===== src/rtl/pipr_pkg.sv =====
// ----------------------------------------------------------------------------
// pipr_pkg: shared types, widths and helpers for the ray-cast unit
// Coordinate width, orientation codes, queue entry layout and the sign
// helper used by the front part.
// ----------------------------------------------------------------------------
package pipr_pkg;

    // coordinate width and derived widths
    localparam int COORD_W = 16;
    localparam int DIFF_W  = COORD_W + 1;
    localparam int PROD_W  = 2 * DIFF_W;

    // queue depth between front and back
    localparam int Q_DEPTH = 4;
    localparam int Q_PTR_W = $clog2(Q_DEPTH);
    localparam int Q_CNT_W = $clog2(Q_DEPTH + 1);

    // far x after reset: largest positive coordinate
    localparam logic [COORD_W-1:0] RAY_FAR_X_RST = {1'b0, {(COORD_W-1){1'b1}}};

    typedef logic signed [COORD_W-1:0] coord_t;
    typedef logic signed [DIFF_W-1:0]  diff_t;
    typedef logic signed [PROD_W-1:0]  prod_t;

    // sign of an orientation determinant
    typedef enum logic [1:0] {
        ORI_ZERO = 2'd0,
        ORI_POS  = 2'd1,
        ORI_NEG  = 2'd2
    } ori_t;

    // one classified edge, as it travels through the queue
    typedef struct packed {
        logic crossed;
        logic bound;
        logic first;
        logic last;
    } pipr_item_t;

    // queue status seen by the top level
    typedef struct packed {
        logic full;
        logic empty;
    } pipr_q_stat_t;

    // sign of (lhs - rhs) without forming the difference
    function automatic ori_t ori_sign(input prod_t lhs, input prod_t rhs);
        ori_t code;
        if (lhs > rhs)
            code = ORI_POS;
        else if (lhs == rhs)
            code = ORI_ZERO;
        else
            code = ORI_NEG;
        return code;
    endfunction

    // point (px,py) inside the bounding box of segment a-b
    function automatic logic in_box(input coord_t px, input coord_t py,
                                    input coord_t ax, input coord_t ay,
                                    input coord_t bx, input coord_t by);
        logic x_ok;
        logic y_ok;
        x_ok = ((px >= ax) && (px <= bx)) || ((px >= bx) && (px <= ax));
        y_ok = ((py >= ay) && (py <= by)) || ((py >= by) && (py <= ay));
        return x_ok && y_ok;
    endfunction

endpackage


===== src/rtl/pipr_fifo.sv =====
// ----------------------------------------------------------------------------
// pipr_fifo: short queue of classified edges
// Flip-flop queue between the front and back parts; push blocked when full.
// ----------------------------------------------------------------------------
module pipr_fifo
    import pipr_pkg::*;
(
    input  logic         clk,
    input  logic         rst_n,
    input  logic         push_valid,
    output logic         push_ready,
    input  pipr_item_t   push_item,
    output logic         pop_valid,
    input  logic         pop_ready,
    output pipr_item_t   pop_item,
    output pipr_q_stat_t stat
);

    pipr_item_t mem_reg [Q_DEPTH];
    logic [Q_PTR_W-1:0] wr_ptr_reg, wr_ptr_next;
    logic [Q_PTR_W-1:0] rd_ptr_reg, rd_ptr_next;
    logic [Q_CNT_W-1:0] cnt_reg, cnt_next;
    logic push_fire, pop_fire;

    assign stat.full  = (cnt_reg == Q_CNT_W'(Q_DEPTH));
    assign stat.empty = (cnt_reg == '0);

    assign push_ready = !stat.full;
    assign pop_valid  = !stat.empty;
    assign pop_item   = mem_reg[rd_ptr_reg];

    assign push_fire = push_valid && push_ready;
    assign pop_fire  = pop_valid && pop_ready;

    // pointer and fill count update
    always_comb
    begin
        wr_ptr_next = push_fire ? Q_PTR_W'(wr_ptr_reg + 1'b1) : wr_ptr_reg;
        rd_ptr_next = pop_fire ? Q_PTR_W'(rd_ptr_reg + 1'b1) : rd_ptr_reg;
        cnt_next    = cnt_reg;
        if (push_fire && !pop_fire)
            cnt_next = Q_CNT_W'(cnt_reg + 1'b1);
        else if (pop_fire && !push_fire)
            cnt_next = Q_CNT_W'(cnt_reg - 1'b1);
    end

    always_ff @(posedge clk or negedge rst_n)
    begin
        if (!rst_n)
        begin
            wr_ptr_reg <= '0;
            rd_ptr_reg <= '0;
            cnt_reg    <= '0;
        end
        else
        begin
            wr_ptr_reg <= wr_ptr_next;
            rd_ptr_reg <= rd_ptr_next;
            cnt_reg    <= cnt_next;
        end
    end

    // storage
    always_ff @(posedge clk)
    begin
        if (push_fire)
            mem_reg[wr_ptr_reg] <= push_item;
    end

endmodule


===== config.mk =====
export PLATFORM = sky130hd
export DESIGN_NAME = pipr_fifo
export DESIGN_NICKNAME = d
export VERILOG_FILES = /design/src/rtl/pipr_pkg.sv /design/src/rtl/pipr_fifo.sv
export SDC_FILE = /design/constraint.sdc
export NUM_CORES = 1
export LEC_CHECK = 0
export BUFFER_PORTS_ARGS = -buffer_cell sky130_fd_sc_hd__buf_4
export CORE_MARGIN = 8
export CORE_UTILIZATION = 53
export DETAILED_ROUTE_END_ITERATION = 12
export HOLD_SLACK_MARGIN = 0.12
export PLACE_DENSITY = 0.75
export SLEW_MARGIN = 0
export SYNTH_ARGS = -nofsm -noshare
export SYNTH_HDL_FRONTEND = slang
export SYNTH_SLANG_ARGS = --single-unit

===== constraint.sdc =====
create_clock -name clk -period 2.2 [get_ports clk]
set_input_delay 0.44 -clock clk [delete_from_list [all_inputs] [get_ports clk]]
set_output_delay 0.44 -clock clk [all_outputs]
set_load 0.02 [all_outputs]

==> impl_results.md, run 1 <==
* Status: finished clean
* Cts bufs inserted at 3
* Antenna Cells at 0
* Post_cts resized at 0
* Max reg flops at 16
* GRT overflow at 0
* # H-tree levels at 1
* Initial antenna violation count at 0
* Syn Area/Cell at around 17 sq um
* CTS tree: built
* Synthesized area at a little over 1000 sq um
* Worst rel slew slack at between 70 and 80%
* # IOs at 16
* Layout fillers at between 150 and 200
* Vias in the first global route at about 550
* Sequential share of power at roughly 45%
* DIE HEIGHT at 59.8 um
* Syn nets at 73
* Worst flop-to-flop path startpoint: cnt_reg[2]
* Post-route ant nets at 0
* Clock Sinks at 23
* Kind of end point of the critical path: register
* Minimum clock period after layout at 2.08 ns
* Final core occ at approximately 64%
* Internal at 1.03 mW
* Vias per cell at 4.68
* DIE AREA at 3580 sq um
* Sw Pwr at 551 uW
* Post-detail-place hpwl at ~1300 um
* Worst Hold Launch: push_item[1]
* Pin count of the biggest net entering global routing at 13
* CP startpoint kind: register
* Seq cells post-synth at 23
* Crit path from: cnt_reg[2]
* First-pass GRT wire length at 2570 um
* Clock Latency Late Sink at slightly below 0.3 ns
* Actual slew at the worst max-slew pin at about 0.36 ns
* Yosys warnings at 0
* Clock share of power at a little under an eighth
* Placed instance count at a little over 100
* Maximum clock path buffer count at 2
* Rows at 16
* Most frequent cells in the layout: 17 x buf_4, 16 x edfxtp_1, 7 x dfrtp_1
* Hold WC Path Type: primary input to register
* Postcts setup bufs at 0
* Maximum VDD drop at 0.000775 V
* TNS Setup at 0 ns
* # setup viols final at 0
* Root Driver: clkbuf_4
* Max Cap Viol at 0
* Post-route clock period utilization at a little over nine tenths
* Fin Clk Skew at ~0.0016 ns
* Die X at 59.8 um
* Final-report hold violation count at 0
* Placer congestion estimate at around 0.65
* Routed Wire Length at 1570 um
* Netlist cell types at 21
* Required time of the critical path at 2.43 ns
* Initial Util at 54.1%
* Placed cell area at 1160 sq um
* Design Area, Final at 1200 sq um
* Via count at 496
* WL/cell at 14.8 um
* Drt first pass iters at 4
* Max-slew violations at 0
* Final nets at 94
* Switch share at 34.8%
* Area Growth Syn to Fin at 17.8%
* DR iter-0 viols at 19
* Crit path DAT at around 2.3 ns
* Post-synthesis sequential area ratio at 64.5%
* Flop-to-flop setup slack at approximately 0.12 ns
* WHS at 0.337 ns
* Unrepaired setup endpoints after global routing: no
* Critical path class: register to register
* Gr usage total at 9.97%
* Layout cell share with drive strength beyond 1 at 44.3%
* I/O Buffers at 15
* Max Fclk at 482 MHz
* Critical Path Fanout Max at 4
* Leakage at about 0.5 nW
* Comb pwr share at 43.6%
* Commonest non-fill, non-tap cell in the layout: buf_4
* Pwr dens at 1320 nW/um^2
* Layout Cells excl Fill at 106
* CTS clk-pin slew, worst paths at about 0.11 ns
* Remaining DRCs at 0
* Core ar. at 1880 sq um
* Mapped Cells at 59
* Hold_buf cts at 1
==> metal layers <==
metal  routed length (um)  vias up  track usage (%)
li1                     -      248                -
met1                  691      235             11.7
met2                  790       11             16.0
met3                   71        2             3.23
met4                   12        0             4.76
met5                    0        -                0
==> synthesized netlist by cell type <==
cell type,n,area (sq um)
and2_2,4,30.0
buf_2,1,5.00
buf_6,1,11.3
dfrtp_1,7,175
edfxtp_1,16,480
fa_1,1,20.0
ha_1,5,62.6
inv_1,4,15.0
inv_2,1,3.75
mux2_2,1,11.3
mux2_4,1,15.0
mux4_2,4,90.1
nand2_1,1,3.75
nand2_2,1,6.26
nand3_1,1,5.00
nor2_1,1,3.75
nor2_2,1,6.26
nor2b_2,1,8.76
or3_4,1,11.3
xnor2_1,4,35.0
xor2_1,2,17.5
==> kinds of logic after synthesis <==
group         Yosys count  share of synthesized area, %
fa+ha+maj               6                          8.12
simple gates           11                          7.38
mux                     6                          11.4
flops                  23                          64.5
xor+xnor                6                          5.17
buf+inv                 7                          3.44
==> critical path, stage by stage, from the launching register on <==
cell and delay (ns):
dfrtp_1 0.43, or3_4 0.41, nand2_1 0.11, ha_1 0.19
inv_1 0.06, fa_1 0.38, xor2_1 0.16, nor2_1 0.11
xor2_1 0.16
==> area by class of cell <==
cell class | count | area, sq um | share of cell area [%]
flip-flops and latches | 23 | 656 | 54.7
multi-input cells | 29 | 327 | 27.2
repair buffers | 18 | 138 | 11.5
well taps | 27 | 33.8 | 2.82
clock buffers | 4 | 26.3 | 2.19
inverters | 5 | 18.8 | 1.57
==> stage by stage <==
stage                     power [mW]  setup WS (ns)
after floorplan                 1.19          0.189
after global placement          1.40          0.179
after detailed placement        1.43          0.133
after CTS                       1.61         0.0967
after global routing            1.70         0.0246
final                           1.58          0.123
==> path summary, 6_finish.rpt <==
kind                            endpoint  cells past startpoint
min reg2reg                   cnt_reg[2]                      1
min in group asynchronous  rd_ptr_reg[1]                      2
max reg2reg                   cnt_reg[2]                      8
max                           cnt_reg[2]                      8
min                        mem_reg[0][1]                      1
max in group asynchronous  wr_ptr_reg[1]                      2
==> power by group through the flow <==
stage | Sequential, mW | Clock [mW] | Combinational (mW)
2_1_floorplan | 0.679 | 0 | 0.510
3_3_place_gp | 0.713 | 0 | 0.685
3_5_place_dp | 0.724 | 0 | 0.703
4_1_cts | 0.713 | 0.188 | 0.709
5_1_grt | 0.727 | 0.209 | 0.759
6_report | 0.710 | 0.184 | 0.691
(Power assumes the default switching activity.)
==> run 2: changes to the inputs <==
--- a/config.mk
+++ b/config.mk
@@ -11,7 +11,7 @@
 export DETAILED_ROUTE_END_ITERATION = 12
 export HOLD_SLACK_MARGIN = 0.12
 export PLACE_DENSITY = 0.75
-export SLEW_MARGIN = 0
+export RECOVER_POWER = 50
 export SYNTH_ARGS = -nofsm -noshare
 export SYNTH_HDL_FRONTEND = slang
 export SYNTH_SLANG_ARGS = --single-unit
==> impl_results.md, run 2 (same netlist as run 1, synthesis figures left out) <==
* Pin count of the biggest net entering global routing at 13 (unchanged)
* CP startpoint kind: register
* Layout fillers at 167 (+4.4%)
* Hold WC Path Type: primary input to register
* Area Growth Syn to Fin at 15.4%
* Maximum clock path buffer count at 2 (unchanged)
* Reg2Reg Capture Point: cnt_reg[2]
* Postcts setup bufs at 0 (unchanged)
* Critical path class: register to register
* DIE AREA at 3580 sq um (unchanged)
* # H-tree levels at 1 (unchanged)
* Hold EP: mem_reg[0][1]
* I/O Buffers at 15 (unchanged)
* DR iter-0 viols at 19 (unchanged)
* Via count at 497 (+0.20%)
* Max Cap Viol at 0 (unchanged)
* Area of the multi-input gates at 324 sq um (-0.77%)
* Max-slew violations at 0 (unchanged)
* Worst rel slew slack at 74.8% (-1.5 points)
* Worst flop-to-flop path startpoint: cnt_reg[2]
* Leakage at 0.470 nW (-4.4%)
* Remaining DRCs at 0 (unchanged)
* Max reg flops at 16 (unchanged)
* # IOs at 16 (unchanged)
* Antenna Cells at 0 (unchanged)
* Placer congestion estimate at 0.655 (unchanged)
* Status: finished clean
* Worst R2R Path Depth at 8 (unchanged)
* Root Driver: clkbuf_4
* Highest-delay cell along the critical path: dfrtp_1
* Crit path DAT at 2.30 ns (about the same)
* Drt first pass iters at 4 (unchanged)
* Vias per cell at 4.69 (+0.20%)
* Final core occ at 62.4% (-1.3 points)
* Flop-to-flop setup slack at 0.12 ns (about the same)
* First-pass GRT wire length at 2570 um (unchanged)
* Post-detail-place hpwl at 1260 um (unchanged)
* Minimum clock period after layout at 2.08 ns (-0.000934 ns)
* Worst Hold Path Cells at 1 (unchanged)
* Setup slack after layout at 0.124 ns (+0.000934 ns)
* Most used cell, CP: xor2_1
* Worst path top cell family by delay: simple AND/OR/NAND/NOR gates
* Cts bufs inserted at 3 (unchanged)
* Cell-by-cell trace of the critical path: or3_4, nand2_1, ha_1, inv_1, fa_1, xor2_1, nor2_1, xor2_1
* Vias in the first global route at 549 (unchanged)
* Clock Latency Late Sink at 0.29 ns (about the same)
* Actual slew at the worst max-slew pin at 0.378 ns (+0.0225 ns)
* Design Area, Final at 1170 sq um (-2.1%)
* Initial antenna violation count at 0 (unchanged)
* Worst Hold Launch: push_item[1]
* Crit path buf inv count at 1 (unchanged)
* Unrepaired setup endpoints after global routing: no
* Commonest non-fill, non-tap cell in the layout: edfxtp_1
* WL/cell at 14.7 um (-0.64%)
* Final-report hold violation count at 0 (unchanged)
* Maximum VDD drop at 0.000768 V (-1.0%)
* Post-route clock period utilization at 94.4% (about the same)
* Kind of end point of the critical path: register
* # setup viols final at 0 (unchanged)
* Placed cell area at 1160 sq um (unchanged)
* CTS clk-pin slew, worst paths at 0.12 ns (about the same)
* CTS tree: built
* Fin Clk Skew at 0.00294 ns (+0.00133 ns)
* Max Fclk at 482 MHz (about the same)
* Layout cell share with drive strength beyond 1 at 35.4% (-8.9 points)
* Core ar. at 1880 sq um (unchanged)
* Initial Util at 54.1% (unchanged)
* Worst slack, placed at 0.133 ns (unchanged)
* Pwr dens at 1340 nW/um^2 (+1.3%)
* TNS Setup at 0 ns (unchanged)
* Clock Sinks at 23 (unchanged)
* Required time of the critical path at 2.43 ns (about the same)
* Rows at 16 (unchanged)
* WHS at 0.399 ns (+0.0621 ns)
* DIE HEIGHT at 59.8 um (unchanged)
* GRT overflow at 0 (unchanged)
* Critical Path Fanout Max at 4 (unchanged)
* Final nets at 94 (unchanged)
* Seq. cell area at 656 sq um (unchanged)
* Post-route ant nets at 0 (unchanged)
* Gr usage total at 9.97% (unchanged)
* Most frequent cells in the layout: 16 x edfxtp_1, 11 x buf_4, 7 x clkbuf_1, 7 x dfrtp_1, 5 x ha_1
* Routed Wire Length at 1560 um (-0.64%)
* Die X at 59.8 um (unchanged)
* Max incr delay on CP at 0.43 ns (about the same)
==> run 2: how the worst max path moves through the flow <==
stage,from,endpoint,slack [ns],depth (start not counted)
floorplan,cnt_reg[0],cnt_reg[2],0.19,8
global placement,cnt_reg[2],cnt_reg[2],0.18,8
detailed placement,cnt_reg[2],cnt_reg[2],0.13,8
CTS,cnt_reg[2],cnt_reg[2],0.1,8
global route,cnt_reg[2],cnt_reg[2],0.02,8
finish,cnt_reg[2],cnt_reg[2],0.12,8
==> run 2: timing repair <==
action                    4_1_cts  5_1_grt
hold endpoints to repair        7        0
hold buffers                    1        0
gates resized for setup         0        0
==> run 2: layout make-up <==
class | count | area share [%]
inverter | 5 | 1.60
clock buffer | 4 | 2.24
multi-input combinational | 29 | 27.6
tap | 27 | 2.88
sequential | 23 | 55.9
timing repair buffer | 18 | 9.81
==> run 2: through the flow <==
stage | power (mW) | instances
2_1_floorplan | 1.19 | 59
3_3_place_gp | 1.40 | 101
3_5_place_dp | 1.43 | 101
4_1_cts | 1.61 | 106
5_1_grt | 1.68 | 106
6_report | 1.57 | 106
==> run 2: per-layer routing <==
metal  GRT usage (%)  vias up  share of wire, %
met5               0        -                 0
met4            4.76        0              0.77
met3            3.23        2               4.2
met2            16.0        9                51
met1            11.7      239                44
li1                -      247                 -
==> run 2: where the power goes <==
group	leakage [nW]	switching (mW)	internal, mW
registers	0.228	0.108	0.600
logic	0.227	0.327	0.354
clock network	0.0150	0.113	0.0705
total	0.470	0.547	1.02
