## src/rtl/pipr_pkg.sv

```systemverilog
// ----------------------------------------------------------------------------
// pipr_pkg: shared types, widths and helpers for the ray-cast unit
// Coordinate width, orientation codes, queue entry layout and the sign
// helper used by the front part.
// ----------------------------------------------------------------------------
package pipr_pkg;

    // coordinate width and derived widths
    localparam int COORD_W = 16;
    localparam int DIFF_W  = COORD_W + 1;
    localparam int PROD_W  = 2 * DIFF_W;

    // queue depth between front and back
    localparam int Q_DEPTH = 4;
    localparam int Q_PTR_W = $clog2(Q_DEPTH);
    localparam int Q_CNT_W = $clog2(Q_DEPTH + 1);

    // far x after reset: largest positive coordinate
    localparam logic [COORD_W-1:0] RAY_FAR_X_RST = {1'b0, {(COORD_W-1){1'b1}}};

    typedef logic signed [COORD_W-1:0] coord_t;
    typedef logic signed [DIFF_W-1:0]  diff_t;
    typedef logic signed [PROD_W-1:0]  prod_t;

    // sign of an orientation determinant
    typedef enum logic [1:0] {
        ORI_ZERO = 2'd0,
        ORI_POS  = 2'd1,
        ORI_NEG  = 2'd2
    } ori_t;

    // one classified edge, as it travels through the queue
    typedef struct packed {
        logic crossed;
        logic bound;
        logic first;
        logic last;
    } pipr_item_t;

    // queue status seen by the top level
    typedef struct packed {
        logic full;
        logic empty;
    } pipr_q_stat_t;

    // sign of (lhs - rhs) without forming the difference
    function automatic ori_t ori_sign(input prod_t lhs, input prod_t rhs);
        ori_t code;
        if (lhs > rhs)
            code = ORI_POS;
        else if (lhs == rhs)
            code = ORI_ZERO;
        else
            code = ORI_NEG;
        return code;
    endfunction

    // point (px,py) inside the bounding box of segment a-b
    function automatic logic in_box(input coord_t px, input coord_t py,
                                    input coord_t ax, input coord_t ay,
                                    input coord_t bx, input coord_t by);
        logic x_ok;
        logic y_ok;
        x_ok = ((px >= ax) && (px <= bx)) || ((px >= bx) && (px <= ax));
        y_ok = ((py >= ay) && (py <= by)) || ((py >= by) && (py <= ay));
        return x_ok && y_ok;
    endfunction

endpackage

```

## src/rtl/pipr_back.sv

```systemverilog
// ----------------------------------------------------------------------------
// pipr_back: parity and boundary accumulation with result register
// Folds each classified edge into the polygon accumulators and registers
// the result on the last edge.
// ----------------------------------------------------------------------------
module pipr_back
    import pipr_pkg::*;
(
    input  logic       clk,
    input  logic       rst_n,
    input  logic       pop_valid,
    output logic       pop_ready,
    input  pipr_item_t pop_item,
    output logic       out_valid,
    input  logic       out_stall,
    output logic       inside_res,
    output logic       on_boundary
);

    logic parity_reg, parity_next;
    logic bound_reg, bound_next;
    logic out_valid_reg, out_valid_next;
    logic inside_reg, inside_next;
    logic onb_reg, onb_next;
    logic par_base, bnd_base, par_new, bnd_new;
    logic pop_fire;

    // a last edge needs room in the result register
    assign pop_ready = !pop_item.last || !out_valid_reg || !out_stall;
    assign pop_fire  = pop_valid && pop_ready;

    // accumulator update
    always_comb
    begin
        par_base = pop_item.first ? 1'b0 : parity_reg;
        bnd_base = pop_item.first ? 1'b0 : bound_reg;
        if (pop_item.bound)
        begin
            bnd_new = 1'b1;
            par_new = par_base;
        end
        else
        begin
            bnd_new = bnd_base;
            par_new = par_base ^ pop_item.crossed;
        end

        parity_next    = parity_reg;
        bound_next     = bound_reg;
        out_valid_next = out_valid_reg && out_stall;
        inside_next    = inside_reg;
        onb_next       = onb_reg;
        if (pop_fire)
        begin
            if (pop_item.last)
            begin
                parity_next    = 1'b0;
                bound_next     = 1'b0;
                out_valid_next = 1'b1;
                inside_next    = par_new | bnd_new;
                onb_next       = bnd_new;
            end
            else
            begin
                parity_next = par_new;
                bound_next  = bnd_new;
            end
        end
    end

    always_ff @(posedge clk or negedge rst_n)
    begin
        if (!rst_n)
        begin
            parity_reg    <= 1'b0;
            bound_reg     <= 1'b0;
            out_valid_reg <= 1'b0;
        end
        else
        begin
            parity_reg    <= parity_next;
            bound_reg     <= bound_next;
            out_valid_reg <= out_valid_next;
        end
    end

    // result payload
    always_ff @(posedge clk)
    begin
        inside_reg <= inside_next;
        onb_reg    <= onb_next;
    end

    assign out_valid   = out_valid_reg;
    assign inside_res  = inside_reg;
    assign on_boundary = onb_reg;

endmodule

```

## config.mk

```make
export PLATFORM = sky130hd
export DESIGN_NAME = pipr_back
export DESIGN_NICKNAME = d
export VERILOG_FILES = /design/src/rtl/pipr_pkg.sv /design/src/rtl/pipr_back.sv
export SDC_FILE = /design/constraint.sdc
export NUM_CORES = 1
export LEC_CHECK = 0
export ABC_AREA = 0
export BUFFER_PORTS_ARGS = -buffer_cell sky130_fd_sc_hd__buf_2
export CAP_MARGIN = 40
export CORE_AREA = 8 8 45 47
export DETAILED_ROUTE_END_ITERATION = 6
export DIE_AREA = 0 0 53 55
export PLACE_DENSITY = 0.49
export SKIP_CTS_REPAIR_TIMING = 1
export SLEW_MARGIN = 20
export SYNTH_ARGS = -nofsm -noshare
export SYNTH_HDL_FRONTEND = slang
export SYNTH_SLANG_ARGS = --single-unit
```

## constraint.sdc

```tcl
create_clock -name clk -period 0.9 [get_ports clk]
set_input_delay 0.135 -clock clk [delete_from_list [all_inputs] [get_ports clk]]
set_output_delay 0.135 -clock clk [all_outputs]
set_load 0.01 [all_outputs]
```

==> reports/metrics.cfg, run 1 <==
[floorplan]
pin_count = 12
die_h_um = 55
die_w_um = 53
start_util_pct = 16.9
core.rowCount = 14
core_area_um2 = 1380
fp.dieArea_um2 = 2920

[setup_path]
crit_path_start_kind = flip-flop
crit_fanout = 2
worstSetupPathType = reg2out
reg2reg_depth = 3
required_ps = 760
cp-end-kind = output pin
crit_arrival_ps = 900

[placement]
post-place-ws_ps = -49.4
gp_congestion = 0.721
io_buffers = 11

[cts]
cts_num_sinks = 5
htreeDepth = 1
cts_tree = done
numCtsBuffers = 3
clkTransAtPathRegs_ps = 40
cts_root_buf = clkbuf_4
clkLatencyLatePin_ps = 240
clk_path_buf_depth = 2

[global_route]
grtUsageMet1_pct = 2.31
grt_pass1_wl_um = 786
grt.total_usage_pct = 4.06
grtUsageMet2_pct = 7.42
grt_overflow = 0
busiest_layer = met2
grt_pass1_vias = 220
grt_use_met3_pct = 4.81
antenna_found_initial = 0
grt_max_degree = 5

[yosys]
synth.cells.most_frequent = dfrtp_1, edfxtp_1, inv_1, nand2_1, o2bb2ai_1
synth_cell_types = 13
synth_edf_count = 2
synth_area_leaders = dfrtp_1, edfxtp_1, o2bb2ai_1, nor2b_4, a21oi_2
syn_nets = 27
yosys.area.top_type_share_pct = 32.1
ys_ff_latch = 5
syn-cell-area_um2 = 234
syn_area_per_cell_um2 = 12.3
yosys_warnings = 0
synthCells = 19
async_reset_ff_share_pct = 60.0
synth_top_area_cell = dfrtp_1
ys.flop_type = dfrtp_1
synth_seq_area_share_pct = 57.8
yosysMostFrequentCell = dfrtp_1

[status]
failed_checks = negative setup slack
status = complete, but fails checks

[power_and_ir_drop]
irDropWorstVdd_mv = 0.656
p_leak_nw = 0.185
cellPowerDensity_nw_per_um2 = 1560

[route]
vias = 208
drc = 0
ant_nets = 0
drt-total-wl_um = 509
wl_per_cell_um = 9.43
routed_via_density = 3.85
drt-initial-drc-count = 1
firstDrtPassIters = 2

[sta]
slew_headroom_pct = 89.6
fin_ws_ps = -133
fin_crit_ps = 1030
post-route-period-util_pct = 115
worstMarginPinSlew_ps = 155
finalHoldViolations = 0
finClkSkew_ps = 3.53
setup_viol = 5
max_freq_mhz = 968
rsz0062_at_grt = true
slew_violations = 0
tns_ps = -559

[final_layout]
area_growth_pct = 74.3
num_antenna_cells = 0
final_layout_size_suffix_gt1_share_pct = 63.2
post-route-util_pct = 29.5
nNetsFinal = 47

[hold_path]
min_path_cells = 2
hold_class = in2reg

[job]
drv_cap = 0

through the flow:
stage                     total power, mW  hold WS (ps)  instance area, µm²  cells
after global routing                0.685           178                 408     54
after detailed placement            0.370         -66.4                 337     48
after CTS                           0.633          -321                 363     52
after global placement              0.368         -65.5                 337     48
after floorplan                     0.319          -161                 246     19
final                               0.637           176                 408     54
final timing paths:
kind | end | start | slack [ps]
setup / recovery | pop_ready | out_valid | -130
hold / removal | out_valid | out_stall | 180
setup reg to reg | inside_res | out_valid | -120
hold reg to reg | parity_reg | parity_reg | 510
max in group asynchronous | parity_reg | rst_n | 570
min in group asynchronous | out_valid | rst_n | 220
power by group:
group          switching (mW)  total (mW)  internal (mW)
Combinational          0.0501       0.119         0.0693
Clock                  0.0832       0.250          0.167
Sequential            0.00983       0.268          0.258
placed cells by master, fill, tap and decap left out:
cell           instances
clkbuf_1               1
a22o_1                 1
inv_1                  2
o2bb2ai_2              1
xnor2_2                1
dfrtp_1                3
buf_2                  9
o2bb2ai_1              1
dlygate4sd3_1          1
clkbuf_4               3
nand2_1                2
buf_6                  3
nor2b_2                1
a21oi_2                1
nand3_2                1
buf_4                  2
edfxtp_1               2
nand2b_1               1
and3_4                 1
nor2b_4                1
cell families after synthesis:
group | count (synthesis) | share of synthesized area, %
buffers and inverters | 2 | 3.21
AND/OR/NAND/NOR | 7 | 20.3
AO/OA/AOI/OAI | 4 | 15.0
flip-flops | 5 | 57.8
XOR/XNOR | 1 | 3.74
worst max-delay path, cell delays in order, from the launching register on:
cell	delay, ps
dfrtp_1	350
nand3_2	80
buf_6	120
buf_6	110
final cells by class:
| cell class | count | area [µm²] |
|---|---|---|
| sequential | 5 | 135 |
| tap | 16 | 20.0 |
| timing repair buffer | 15 | 104 |
| inverter | 2 | 7.51 |
| clock buffer | 4 | 26.3 |
| multi-input combinational | 12 | 115 |
| fill | 145 | 976 |
routing by layer:
layer / wire length [µm] / part of all wire [%] / up-vias
met4: 0 / 0 / 0
li1: - / - / 104
met2: 303 / 60 / 5
met5: 0 / 0 / -
met3: 52 / 10 / 0
met1: 153 / 30 / 99
Note: power is estimated with default switching activity, not from simulation.
==> run 2, diff against run 1 <==
- SKIP_CTS_REPAIR_TIMING: 1 -> not set
==> reports/metrics.cfg, run 2 (synthesis results as in run 1) <==
[cts]
cts_root_buf = clkbuf_4
numCtsBuffers = 3  ; unchanged
clkLatencyLatePin_ps = 240  ; about the same
cts_tree = done
clk_path_buf_depth = 2  ; unchanged
htreeDepth = 1  ; unchanged
cts_num_sinks = 5  ; unchanged
clkTransAtPathRegs_ps = 40  ; about the same

[final_layout]
instances_no_fill = 54  ; unchanged
nFillCells = 145  ; unchanged
layout_commonest_cell = buf_2
area_growth_pct = 74.3  ; unchanged
design_area_um2 = 408  ; unchanged
final_cell_mix = buf_2, dfrtp_1, clkbuf_4, buf_6
num_antenna_cells = 0  ; unchanged
final_layout_size_suffix_gt1_share_pct = 63.2  ; unchanged
nNetsFinal = 47  ; unchanged

[sta]
slew_headroom_pct = 89.6  ; unchanged
rsz0062_at_grt = true
worstMarginPinSlew_ps = 155  ; unchanged
setup_viol = 5  ; unchanged
finalHoldViolations = 0  ; unchanged
slew_violations = 0  ; unchanged
fin_crit_ps = 1030  ; unchanged
max_freq_mhz = 968  ; unchanged
fin_ws_ps = -133  ; unchanged
post-route-period-util_pct = 115  ; unchanged
finClkSkew_ps = 3.53  ; unchanged

[route]
vias = 208  ; unchanged
ant_nets = 0  ; unchanged
drc = 0  ; unchanged
routed_via_density = 3.85  ; unchanged
drt-total-wl_um = 509  ; unchanged
drt-initial-drc-count = 1  ; unchanged
wl_per_cell_um = 9.43  ; unchanged
firstDrtPassIters = 2  ; unchanged

[floorplan]
pin_count = 12  ; unchanged
start_util_pct = 16.9  ; unchanged
fp.dieArea_um2 = 2920  ; unchanged
die_h_um = 55  ; unchanged
die_w_um = 53  ; unchanged
core_area_um2 = 1380  ; unchanged
core.rowCount = 14  ; unchanged

[hold_path]
hold_class = in2reg
hp-start = out_stall

[global_route]
grt.total_usage_pct = 4.12  ; +0.055 points
antenna_found_initial = 0  ; unchanged
grt_max_degree = 5  ; unchanged
grt_pass1_vias = 223  ; +1.4%
grt_use_met3_pct = 4.81  ; unchanged
grt_pass1_wl_um = 800  ; +1.8%
grtUsageMet1_pct = 2.46  ; +0.15 points
grt_overflow = 0  ; unchanged
busiest_layer = met2
grtUsageMet2_pct = 7.42  ; unchanged

[setup_path]
slowest_delay_ps = 350  ; about the same
critPathSlowestCell = dfrtp_1
crit_path_start_kind = flip-flop
reg2reg_from = out_valid
startpoint = out_valid
crit_fanout = 2  ; unchanged
path_common_cell = buf_6
required_ps = 760  ; about the same
worstSetupPathType = reg2out
worstPathCellList = nand3_2, buf_6, buf_6
cp-end-kind = output pin
crit_arrival_ps = 900  ; about the same

[placement]
dp.cells = 48  ; unchanged
gp_congestion = 0.721  ; unchanged
io_buffers = 11  ; unchanged
place_area_um2 = 337  ; unchanged

[power_and_ir_drop]
p_leak_nw = 0.185  ; unchanged
power_mw = 0.637  ; unchanged
irDropWorstVdd_mv = 0.656  ; unchanged
cellPowerDensity_nw_per_um2 = 1560  ; unchanged

[status]
status = complete, but fails checks
failed_checks = negative setup slack

[job]
drv_cap = 0  ; unchanged

## run 2: per-layer routing
metal / up-vias / share of wire, %
met3: 0 / 10
met2: 5 / 60
met4: 0 / 0
met1: 99 / 30
li1: 104 / -
met5: - / 0
## run 2: path summary, 6_finish.rpt
check / to / slack (ps) / depth (start not counted)
max: pop_ready / -130 / 3
min: out_valid / 180 / 2
max reg2reg: inside_res / -120 / 3
min reg2reg: parity_reg / 510 / 1
max in group asynchronous: parity_reg / 570 / 2
min in group asynchronous: out_valid / 220 / 2
## run 2: repair_timing
action                                  in CTS  in global routing
hold buffers                                 1                  0
endpoints found under the setup margin       5                  8
resized for setup                            3                  2
buffers inserted                             0                  1
endpoints found under the hold margin        3                  0
pin swaps                                    0                  1
## run 2: layout make-up
| class | instances | area, µm² | area share (%) |
|---|---|---|---|
| well taps | 16 | 20.0 | 4.91 |
| clock buffers | 4 | 26.3 | 6.44 |
| repair buffers | 15 | 104 | 25.5 |
| multi-input cells | 12 | 115 | 28.2 |
| inverters | 2 | 7.51 | 1.84 |
| flip-flops and latches | 5 | 135 | 33.1 |
## run 2: stage by stage
stage	hold WS (ps)	util (%)	setup TNS (ps)	setup slack, ps
final	176	29.5	-559	-133
after global routing	178	29.5	-737	-174
after CTS	168	28.1	-379	-139
after detailed placement	-66.4	24.3	-112	-49.4
after global placement	-65.5	24.3	-82.6	-38.6
after floorplan	-161	-	-222	-103
## run 2: critical path: cells and delay by family, from the launching register on
kind	cells	cell delay, ps
DFF	1	350
buffers and inverters	2	230
and+or+nand+nor	1	80
## run 2: where the power goes
group,switching (mW),total [mW],internal [mW],leakage (nW)
sequential,0.00983,0.268,0.258,0.0566
combinational,0.0501,0.119,0.0693,0.113
clock,0.0832,0.250,0.167,0.0150
==> run 3, diff against run 2 <==
==> constraint.sdc (replaced) <==
create_clock -name clk -period 0.9 [get_ports clk]
set_input_delay 0.18 -clock clk [delete_from_list [all_inputs] [get_ports clk]]
set_output_delay 0.18 -clock clk [all_outputs]
set_load 0.01 [all_outputs]
==> reports/metrics.cfg, run 3 (synthesis results as in run 1) <==
[sta]
slew_headroom_pct = 89.5  ; -0.11 points
rsz0062_at_grt = true
worstMarginPinSlew_ps = 157  ; +1.63 ps
fin_ws_ps = -182  ; -48.8 ps
fin_crit_ps = 1080  ; +48.8 ps
max_freq_mhz = 924  ; -4.5%
finClkSkew_ps = 2.60  ; -0.939 ps
setup_viol = 7  ; +2
finalHoldViolations = 0  ; unchanged
tns_ps = -662  ; -104 ps
slew_violations = 0  ; unchanged
post-route-period-util_pct = 120  ; +5.4 points

[floorplan]
core.rowCount = 14  ; unchanged
fp.dieArea_um2 = 2920  ; unchanged
die_w_um = 53  ; unchanged
core_area_um2 = 1380  ; unchanged
start_util_pct = 16.9  ; unchanged
pin_count = 12  ; unchanged
die_h_um = 55  ; unchanged

[setup_path]
r2r_end = inside_res
crit_fanout = 2  ; unchanged
required_ps = 720  ; -40 ps
cp-end-kind = output pin
critPathSlowestCell = dfrtp_1
reg2reg_from = out_valid
worstSetupPathType = reg2out
endpoint = pop_ready
worstPathCellList = nand3_2, buf_6, buf_6
worst-r2r-setup-slack_ps = -120  ; about the same
crit_path_start_kind = flip-flop
crit_arrival_ps = 900  ; about the same
reg2reg_depth = 3  ; unchanged
path_common_cell = buf_6
slowest_delay_ps = 350  ; about the same
startpoint = out_valid

[power_and_ir_drop]
cellPowerDensity_nw_per_um2 = 1570  ; +0.72%
irDropWorstVdd_mv = 0.925  ; +41%
p_leak_nw = 0.185  ; unchanged

[placement]
gp_congestion = 0.699  ; -3.0%
post-place-ws_ps = -45.5  ; +3.86 ps
place_area_um2 = 337  ; unchanged
io_buffers = 11  ; unchanged

[global_route]
grt_overflow = 0  ; unchanged
antenna_found_initial = 0  ; unchanged
grt_pass1_wl_um = 883  ; +10%
grt.total_usage_pct = 4.61  ; +0.49 points
grt_pass1_vias = 232  ; +4.0%
grt_max_degree = 5  ; unchanged

[cts]
htreeDepth = 1  ; unchanged
cts_num_sinks = 5  ; unchanged
clkTransAtPathRegs_ps = 40  ; about the same
cts_tree = done
clk_path_buf_depth = 2  ; unchanged
cts_root_buf = clkbuf_4
clkLatencyLatePin_ps = 240  ; about the same
numCtsBuffers = 3  ; unchanged

[route]
drt-total-wl_um = 512  ; +0.59%
vias = 206  ; -0.96%
firstDrtPassIters = 2  ; unchanged
wl_per_cell_um = 9.48  ; +0.59%
ant_nets = 0  ; unchanged
routed_via_density = 3.81  ; -0.96%
drt-initial-drc-count = 6  ; +5
drc = 0  ; unchanged

[status]
status = complete, but fails checks
failed_checks = negative setup slack

[final_layout]
final_layout_size_suffix_gt1_share_pct = 63.2  ; unchanged
final_cell_mix = buf_2, dfrtp_1, clkbuf_4, buf_6
nFillCells = 148  ; +2.1%
layout_commonest_cell = buf_2
num_antenna_cells = 0  ; unchanged
design_area_um2 = 408  ; unchanged
nNetsFinal = 47  ; unchanged
area_growth_pct = 74.3  ; unchanged

[job]
drv_cap = 0  ; unchanged

[hold_path]
hold_class = in2reg

[run 3: routing by layer]
layer  share of wire [%]  vias up  track usage [%]
li1                    -      105                -
met2                  59        6             7.62
met4                   0        0             2.59
met1                  29       95             3.23
met3                  12        0             4.81
met5                   0        -                0
[run 3: repair_timing]
| item | CTS | global route |
|---|---|---|
| hold buffers | 1 | 0 |
| buffers inserted | 0 | 1 |
| pin swaps | 0 | 1 |
| resized for setup | 3 | 2 |
| setup endpoints to repair | 7 | 10 |
| hold endpoints to repair | 3 | 0 |
[run 3: how the worst min path moves through the flow]
stage | start | end | cells after the start
final | out_stall | out_valid | 2
after global routing | out_stall | out_valid | 2
after CTS | out_stall | out_valid | 2
after detailed placement | rst_n | out_valid | 1
after global placement | rst_n | out_valid | 1
after floorplan | rst_n | bound_reg | 0
[run 3: where the power goes]
part / internal, mW / leakage, nW / switching (mW) / total (mW)
registers: 0.258 / 0.0566 / 0.00948 / 0.267
logic: 0.0692 / 0.113 / 0.0492 / 0.118
clock network: 0.167 / 0.0150 / 0.0887 / 0.256
total: 0.495 / 0.185 / 0.147 / 0.642
[run 3: layout make-up]
type	instances	area, µm²	area share (%)
well taps	16	20.0	4.91
clock buffers	4	26.3	6.44
multi-input cells	12	115	28.2
flip-flops and latches	5	135	33.1
inverters	2	7.51	1.84
repair buffers	15	104	25.5
[run 3: worst max-delay path, delay by kind of cell (launching register included)]
family                 cells  cell delay [ps]
buffers and inverters      2              230
flip-flops                 1              350
AND/OR/NAND/NOR            1               80
[run 3: stage by stage]
stage	power (mW)	hold WS [ps]	util, %	instances
2_1_floorplan	0.319	-116	-	19
3_3_place_gp	0.368	-20.7	24.3	48
3_5_place_dp	0.369	-20.0	24.3	48
4_1_cts	0.650	209	28.1	53
5_1_grt	0.686	225	29.5	54
6_report	0.642	214	29.5	54
